===== src/rtl/cdts_ram.sv =====
// Generic single-write, single-read RAM with registered read data.
// No dependencies.
`timescale 1ns / 1ps

module cdts_ram #(
  parameter int unsigned WIDTH = 8,
  parameter int unsigned DEPTH = 16
) (
  input  logic                                           clk_i,
  input  logic                                           we_i,
  input  logic [((DEPTH > 1) ? $clog2(DEPTH) : 1)-1:0]   waddr_i,
  input  logic [WIDTH-1:0]                               wdata_i,
  input  logic                                           re_i,
  input  logic [((DEPTH > 1) ? $clog2(DEPTH) : 1)-1:0]   raddr_i,
  output logic [WIDTH-1:0]                               rdata_o
);

  logic [WIDTH-1:0] mem_q [DEPTH];
  logic [WIDTH-1:0] rdata_q;

  // Write port; a same-address read in the same cycle returns the old word
  always_ff @(posedge clk_i) begin
    if (we_i) begin
      mem_q[waddr_i] <= wdata_i;
    end
    if (re_i) begin
      rdata_q <= mem_q[raddr_i];
    end
  end

  assign rdata_o = rdata_q;

endmodule


===== config.mk =====
export PLATFORM = sky130hd
export DESIGN_NAME = cdts_ram
export DESIGN_NICKNAME = d
export VERILOG_FILES = /design/src/rtl/cdts_ram.sv
export SDC_FILE = /design/constraint.sdc
export NUM_CORES = 1
export LEC_CHECK = 0
export BUFFER_PORTS_ARGS = -buffer_cell sky130_fd_sc_hd__buf_4
export CAP_MARGIN = 25
export CORE_AREA = 2 2 124 150
export DETAILED_ROUTE_END_ITERATION = 16
export DIE_AREA = 0 0 126 152
export HOLD_SLACK_MARGIN = 0.1
export SLEW_MARGIN = 40
export SYNTH_ARGS = -nofsm -noshare
export SYNTH_HDL_FRONTEND = slang
export SYNTH_SLANG_ARGS = --single-unit

===== constraint.sdc =====
create_clock -name clk_i -period 5.8 [get_ports clk_i]
set_clock_uncertainty 0.05 [all_clocks]
set_input_delay 1.16 -clock clk_i [delete_from_list [all_inputs] [get_ports clk_i]]
set_output_delay 1.16 -clock clk_i [all_outputs]
set_load 0.005 [all_outputs]

==> qor.yml, run 1 <==
postCtsSetupRepairBufs: 0
layout-drive-gt1-share_pct: 30.32
die-area_um2: 19150
clkTransAtPathRegs_ns: 0.06
post-route-util_pct: 34.74
fp.dieH_um: 152
syn-num-nets: 248
gp_congestion: 0.7135
run_status: "completed"
design_area_um2: 6197
cts-root-buf: "clkbuf_16"
yosysTopAreaCell: "edfxtp_1"
port_buffers: 26
critPathCaptureType: "flop"
power_density_nw_per_um2: 348.8
die_width_um: 126
io_pins: 27
clockBufferDepth: 2
r2r_cells: 3
cap_violations: 0
finalSetupViolCount: 0
via_per_inst: 4.760
crit_type: "input pin to flop"
place_area_um2: 5667
layout_common_cells: "edfxtp_1 (136), buf_4 (27), mux4_2 (18), clkbuf_16 (17), a22oi_1 (16)"
cts_resized: 0
synthDistinctLibCells: 18
ys_seq_elements: 136
finalMaxSlewViolations: 0
worstMarginPinSlew_ns: 0.8028
finalHoldViolCount: 0
yosysSeqAreaShare_pct: 78.12
wl_per_cell_um: 20.11
relSlewSlack_pct: 46.28
whs_path_depth: 3
syn_inst: 229
clkSinkCount: 136
grt_setup_unrepaired: "false"
yosys-top-cells-area: "edfxtp_1 (78%), mux4_2 (7.8%), mux4_1 (7.0%), a22oi_1 (2.3%), nor2_1 (0.93%)"
peakVddDrop_uv: 228.0
hp-class: "flop to flop"
clock_latency_ns: 0.42
crit_arrival_ns: 2.71
fin_ws_ns: 3.191
synth.top_cell.area_share_pct: 78.12
grt_antenna_before_repair: 0
area_growth_pct: 18.55
core_um2: 17840
h-tree-depth: 4
final_antenna_net_count: 0
hold_slack_ns: 0.6948
synth_area_um2: 5228
grt.overflow.total: 0
fmax_ghz: 0.3833
cts_hold_buf: 0
worstSetupStartpointType: "input pin"
synth_warnings: 0
drc: 0
worstPathMaxFanout: 32
final.min_clock_period_ns: 2.609
finalCritPeriodShare_pct: 44.98
cts_tree: "done"
drt-initial-drc-count: 139
numCtsBuffers: 17
hpwlAfterDp_mm: 6.532
antenna_cells: 0
p_leak_nw: 1.997
tns_ns: 0
final_nets: 284
grt_pass1_wl_mm: 15.44
grtUsageTotal_pct: 11.03
dr.pass1.iters: 4
final_common_cell: "edfxtp_1"
vias: 2385
core.rowCount: 54
start_util_pct: 29.31
post-place-ws_ns: 2.759
critPathRequiredTime_ns: 5.90
grt_pass1_vias: 2494
routed_wl_mm: 10.07
synth.avg_cell_area_um2: 22.83
grt_max_degree: 33
## path summary, 6_finish.rpt
kind              slack (ns)   startpoint    endpoint
hold / removal          0.69  mem_q[7][2]  rdata_o[2]
setup reg to reg        4.24  mem_q[1][1]  rdata_o[1]
hold reg to reg         0.69  mem_q[7][2]  rdata_o[2]
setup / recovery        3.19   raddr_i[0]  rdata_o[5]
## cell usage after synthesis, drive strengths merged
cell and count:
nand3 1, buf 7, nand2b 2, mux4 32, clkdlybuf4s25 3, and2b 1
nor2 13, nand3b 2, edfxtp 136, or3b 1, a22oi 16, nand2 9
and2 1, nor3 4, nor2b 1
## area by class of cell
| class | instances | area, um^2 |
|---|---|---|
| sequential | 136 | 4084 |
| multi-input combinational | 83 | 1112 |
| clock buffer | 18 | 429.2 |
| tap | 224 | 280.3 |
| timing repair buffer | 27 | 202.7 |
| clock inverter | 13 | 88.84 |
| fill | 1685 | 11640 |
## critical path, cell delays in order
cell and delay (ns):
buf_4 0.49, mux4_1 0.64, a22oi_1 0.30, nand2_1 0.10
## logic make-up (layout without fill, tap and decap cells)
family / Yosys count / after routing / share of synthesized area [%]
and+or+nand+nor: 35 / 35 / 3.136
AOI/OAI and AO/OA: 16 / 16 / 2.298
buffers and inverters: 10 / 58 / 1.651
DFF: 136 / 136 / 78.12
muxes: 32 / 32 / 14.79
## registers in the layout, summed over array words and instances, names as in the netlist
signal and cells:
mem_q 128, rdata_o 8
## per-stage QoR
stage,instances,total power [mW]
final,501,2.161
after global routing,501,2.232
after CTS,501,2.176
after detailed placement,470,1.239
after global placement,470,1.233
after floorplan,229,1.188
## layer usage
| metal | GRT usage (%) | share of wire, % | vias to the layer above |
|---|---|---|---|
| met4 | 2.826 | 0.68 | 0 |
| met3 | 3.768 | 5.1 | 10 |
| li1 | - | - | 1052 |
| met5 | 0 | 0 | - |
| met2 | 16.82 | 49 | 81 |
| met1 | 15.26 | 46 | 1242 |
## power by group
part | switching [mW] | internal (mW) | leakage, nW
combinational | 0.0591 | 0.0445 | 0.507
clock | 0.370 | 0.573 | 0.254
sequential | 0.00630 | 1.11 | 1.24
total | 0.436 | 1.73 | 2.00
(Power assumes the default switching activity.)
==> run 2: changes to the inputs <==
==> constraint.sdc (replaced) <==
create_clock -name clk_i -period 2.3 [get_ports clk_i]
set_clock_uncertainty 0.05 [all_clocks]
set_input_delay 0.46 -clock clk_i [delete_from_list [all_inputs] [get_ports clk_i]]
set_output_delay 0.46 -clock clk_i [all_outputs]
set_load 0.005 [all_outputs]
==> run 2 against run 1 <==
- first-iteration DRC count is 31% higher
- via count is 3.4% higher
- flip-flop and latch count stayed put
- sequential power grew to 2.5 times the previous value
- worst hold slack worse by 0.40 ns
- setup slack worse by 2.6 ns
- cell count is 4.4% higher
- critical path type unchanged
==> qor.yml, run 2 (same netlist as run 1, synthesis figures left out) <==
switching_share_pct: 21.19  # +1.0 points
fin_ws_ns: 0.6154  # -2.576 ns
crit_arrival_ns: 1.79  # -0.92 ns
vias: 2466  # +3.4%
tns_ns: 0  # unchanged
layout-drive-gt1-share_pct: 32.78  # +2.5 points
routed_wl_mm: 10.47  # +3.9%
cap_violations: 0  # unchanged
finalCritPeriodShare_pct: 73.25
reg2reg_to: "rdata_o[0]"
min_from: "wdata_i[5]"
hpwlAfterDp_mm: 6.961  # +6.6%
cts_hold_buf: 0  # unchanged
via_per_inst: 4.715  # -0.95%
antenna_cells: 0  # unchanged
drc: 0  # unchanged
power_frac_comb_pct: 4.9  # about the same
critPathCaptureType: "flop"
place_inst: 492  # +4.7%
p_leak_nw: 2.108  # +5.6%
fp.dieH_um: 152  # unchanged
worstSetupStartpointType: "input pin"
grt_pass1_vias: 2696  # +8.1%
finalHoldViolCount: 0  # unchanged
r2r_cells: 3  # unchanged
grt_antenna_before_repair: 0  # unchanged
core_um2: 17840  # unchanged
core.rowCount: 54  # unchanged
cts_tree: "done"
start_util_pct: 29.31  # unchanged
min_to: "mem_q[10][5]"
crit_type: "input pin to flop"
layout_common_cells: "edfxtp_1 (136), buf_4 (48), mux4_2 (18), clkbuf_16 (17), a22oi_1 (16)"
die_width_um: 126  # unchanged
grtUsageTotal_pct: 11.57  # +0.54 points
final_antenna_net_count: 0  # unchanged
grt_pass1_wl_mm: 16.24  # +5.2%
dr.pass1.iters: 4  # unchanged
finalSetupViolCount: 0  # unchanged
fmax_ghz: 0.5936
drt-initial-drc-count: 182  # +31%
layoutNonFillerInstCount: 523  # +4.4%
grt_max_degree: 30  # -9.1%
power_mw: 5.590  # +160%
peakVddDrop_uv: 506.0  # +120%
die-area_um2: 19150  # unchanged
largest_reg_flops: 128  # unchanged
worstMarginPinSlew_ns: 0.4197  # -0.3831 ns
top_register: "mem_q"
clkTransAtPathRegs_ns: 0.06  # about the same
p_int_mw: 4.405  # +160%
final_common_cell: "edfxtp_1"
finalMaxSlewViolations: 0  # unchanged
grt.overflow.total: 0  # unchanged
gp_congestion: 0.7177  # +0.59%
clkSinkCount: 136  # unchanged
cts_resized: 0  # unchanged
cts-root-buf: "clkbuf_16"
postCtsSetupRepairBufs: 0  # unchanged
hp-class: "input pin to flop"
r2r_slack_ns: 0.64  # -3.60 ns
clock_latency_ns: 0.41  # about the same
port_buffers: 26  # unchanged
rr_startpoint: "mem_q[0][0]"
h-tree-depth: 4  # unchanged
io_pins: 27  # unchanged
p_clk_share_pct: 44.9  # +1.3 points
wl_per_cell_um: 20.01  # -0.47%
numCtsBuffers: 17  # unchanged
whs_path_depth: 1  # -2
post-route-util_pct: 35.63  # +0.88 points
relSlewSlack_pct: 72.02  # +26 points
grt_setup_unrepaired: "false"
area_growth_pct: 21.57
power.share.sequential_pct: 50.2  # -1.4 points
post-place-ws_ns: 0.1701  # -2.589 ns
critPathRequiredTime_ns: 2.40  # -3.50 ns
power_density_nw_per_um2: 879.7  # +150%
run_status: "completed"
clockBufferDepth: 2  # unchanged
final.min_clock_period_ns: 1.685
power_switching_mw: 1.185  # +170%
final_nets: 306  # +7.7%
worstPathMaxFanout: 14  # -56%
-- run 2: routing by layer --
layer	vias up	wire length, um	track usage [%]
li1	1095	-	-
met1	1271	4475	14.49
met2	86	5312	19.10
met3	14	532	3.556
met4	0	147	3.925
met5	-	0	0
-- run 2: final cells by class --
| type | instances | area (um^2) |
|---|---|---|
| sequential | 136 | 4084 |
| multi-input combinational | 83 | 1057 |
| fill | 1681 | 11480 |
| clock inverter | 13 | 123.9 |
| tap | 224 | 280.3 |
| clock buffer | 18 | 429.2 |
| timing repair buffer | 49 | 380.4 |
-- run 2: worst max-delay path, stage by stage --
cell and delay, ns:
buf_4 0.24, mux4_1 0.64, a22oi_1 0.30, nand2_1 0.14
-- run 2: power by group through the flow --
stage / sequential, mW / combinational, mW / clock [mW]
2_1_floorplan: 2.86 / 0.141 / 0
3_3_place_gp: 2.86 / 0.270 / 0
3_5_place_dp: 2.86 / 0.277 / 0
4_1_cts: 2.81 / 0.277 / 2.55
5_1_grt: 2.81 / 0.298 / 2.65
6_report: 2.81 / 0.272 / 2.51
-- run 2: worst max-delay path by stage --
stage	start	to	slack, ns	cells past startpoint
6_report	raddr_i[0]	rdata_o[0]	0.62	4
5_1_grt	raddr_i[0]	rdata_o[1]	0.53	5
4_1_cts	raddr_i[0]	rdata_o[2]	0.62	5
3_5_place_dp	raddr_i[0]	rdata_o[2]	0.17	5
3_3_place_gp	raddr_i[0]	rdata_o[2]	0.16	5
2_1_floorplan	waddr_i[2]	mem_q[0][0]	0.30	2
-- run 2: stage by stage --
step,hold WS [ns],cell area [um^2]
finish,0.2993,6355
global placement,0.6878,5802
CTS,0.2960,6355
global route,0.3054,6355
detailed placement,0.6865,5802
floorplan,0.5089,5228
==> run 3: changes to the inputs <==
==> constraint.sdc (replaced) <==
create_clock -name clk_i -period 1.42 [get_ports clk_i]
set_clock_uncertainty 0.05 [all_clocks]
set_input_delay 0.284 -clock clk_i [delete_from_list [all_inputs] [get_ports clk_i]]
set_output_delay 0.284 -clock clk_i [all_outputs]
set_load 0.005 [all_outputs]
==> run 3 against run 2 <==
- the flow now finishes with violations (setup timing)
- via count fell by 1.1%
- register-to-register slack got worse by 0.70 ns
- combinational power rose by 82%
- flip-flop and latch count did not move
- global-route usage barely moved
- utilization rose by 0.53 points
- sequential share of layout area fell by 0.95 points
- setup slack got worse by 0.68 ns
- sequential power rose by 62%
- power rose by 60%
- final area rose by 1.5%
- count of clock-buffer cells in the layout rose by 4
- critical endpoint unchanged
- largest cell class unchanged
- largest power group unchanged
==> qor.yml, run 3 (same netlist as run 1, synthesis figures left out) <==
die_width_um: 126  # unchanged
largest_reg_flops: 128  # unchanged
grtUsageTotal_pct: 11.55  # -0.024 points
h-tree-depth: 4  # unchanged
layout-drive-gt1-share_pct: 41.88  # +9.1 points
gp_congestion: 0.7491  # +4.4%
io_pins: 27  # unchanged
grt_setup_unrepaired: "true"
fmax_ghz: 0.6757
cts_tree: "done"
clock_latency_ns: 0.42  # about the same
final_common_cell: "edfxtp_1"
core_um2: 17840  # unchanged
start_util_pct: 29.31  # unchanged
grt.overflow.total: 0  # unchanged
clkSinkCount: 136  # unchanged
power_density_nw_per_um2: 1389  # +58%
die-area_um2: 19150  # unchanged
relSlewSlack_pct: 45.70  # -26 points
finalCritPeriodShare_pct: 104.2
layoutNonFillerInstCount: 532  # +1.7%
finalHoldViolCount: 0  # unchanged
hold_slack_ns: 0.1220  # -0.1773 ns
tns_ns: -0.2139  # -0.2139 ns
post-route-util_pct: 36.16  # +0.53 points
peakVddDrop_uv: 901.7  # +78%
crit_arrival_ns: 1.59  # -0.20 ns
routed_wl_mm: 10.45  # -0.14%
worstSetupStartpointType: "flop"
layout_common_cells: "edfxtp_1 (136), buf_4 (52), mux4_2 (32), clkbuf_16 (17)"
clkTransAtPathRegs_ns: 0.05  # about the same
antenna_cells: 0  # unchanged
dr.pass1.iters: 4  # unchanged
finalMaxSlewViolations: 0  # unchanged
worstPathMaxFanout: 1  # -13
hp-class: "input pin to flop"
cts-root-buf: "clkbuf_16"
fp.dieH_um: 152  # unchanged
port_buffers: 26  # unchanged
grt_pass1_vias: 2678  # -0.67%
top_register: "mem_q"
crit_type: "flop to flop"
final_nets: 314  # +2.6%
drt-initial-drc-count: 263  # +45%
critPathCaptureType: "flop"
final.min_clock_period_ns: 1.480
finalSetupViolCount: 7  # +7
drc: 0  # unchanged
wl_per_cell_um: 19.65  # -1.8%
area_growth_pct: 23.38
cap_violations: 0  # unchanged
numCtsBuffers: 17  # unchanged
core.rowCount: 54  # unchanged
via_per_inst: 4.585  # -2.8%
grt_pass1_wl_mm: 15.99  # -1.5%
p_leak_nw: 2.125  # +0.78%
grt_antenna_before_repair: 0  # unchanged
violations: "setup timing"
design_area_um2: 6450  # +1.5%
critPathRequiredTime_ns: 1.53  # -0.87 ns
fin_ws_ns: -0.05995  # -0.6753 ns
place_inst: 500  # +1.6%
hpwlAfterDp_mm: 7.176  # +3.1%
place_area_um2: 5899  # +1.7%
vias: 2439  # -1.1%
r2r_slack_ns: -0.06  # -0.70 ns
final_antenna_net_count: 0  # unchanged
clockBufferDepth: 2  # unchanged
grt_max_degree: 17  # -43%
worstMarginPinSlew_ns: 0.8116  # +0.3919 ns
run_status: "finished, violations left"
-- run 3: cell types whose count changed in the layout (fill, tap and decap cells not counted), moves of 5 or more --
cell        previous run  this run
a22oi_1               16        10
clkinv_2               1         6
clkinvlp_4             6         1
mux4_1                14         0
mux4_2                18        32
a22oi_2                0         6
-- run 3: worst max-delay path, cell delays in order, from the launching register on --
cell and delay (ns):
edfxtp_1 0.38, mux4_2 0.50, a22oi_2 0.20, nand2_1 0.09
-- run 3: cell type report --
class / instances / area [um^2]
multi-input combinational: 83 / 1071
tap: 224 / 280.3
clock buffer: 22 / 444.2
clock inverter: 10 / 80.08
fill: 1675 / 11390
timing repair buffer: 57 / 490.5
sequential: 136 / 4084
-- run 3: per-layer routing --
layer	track usage, %	wire length, um	share of wire [%]	vias to the layer above
li1	-	-	-	1103
met1	15.22	4427	42	1254
met2	18.18	5281	51	68
met3	3.099	600	5.7	14
met4	4.710	143	1.4	0
met5	0	0	0	-
-- run 3: where the power goes --
group / switching, mW / internal (mW)
Sequential: 0.0267 / 4.53
Clock: 1.54 / 2.38
Combinational: 0.257 / 0.238
-- run 3: final timing paths --
path                              startpoint     endpoint  depth (start not counted)
worst max-delay path             mem_q[3][0]   rdata_o[0]                          3
worst min-delay path              wdata_i[1]  mem_q[4][1]                          1
worst max register to register   mem_q[3][0]   rdata_o[0]                          3
worst min register to register  mem_q[10][2]   rdata_o[2]                          3
-- run 3: repair_timing --
action	CTS	global route
cloned	0	0
resized for setup	3	4
hold buffers	0	0
endpoints found under the setup margin	8	8
buffers inserted	0	0
pin swaps	1	1
-- run 3: stage by stage --
step | setup slack [ns] | power, mW
after floorplan | -0.1144 | 4.879
after global placement | -0.4116 | 5.111
after detailed placement | -0.4200 | 5.131
after CTS | -0.08276 | 9.027
after global routing | -0.1037 | 9.235
final | -0.05995 | 8.959
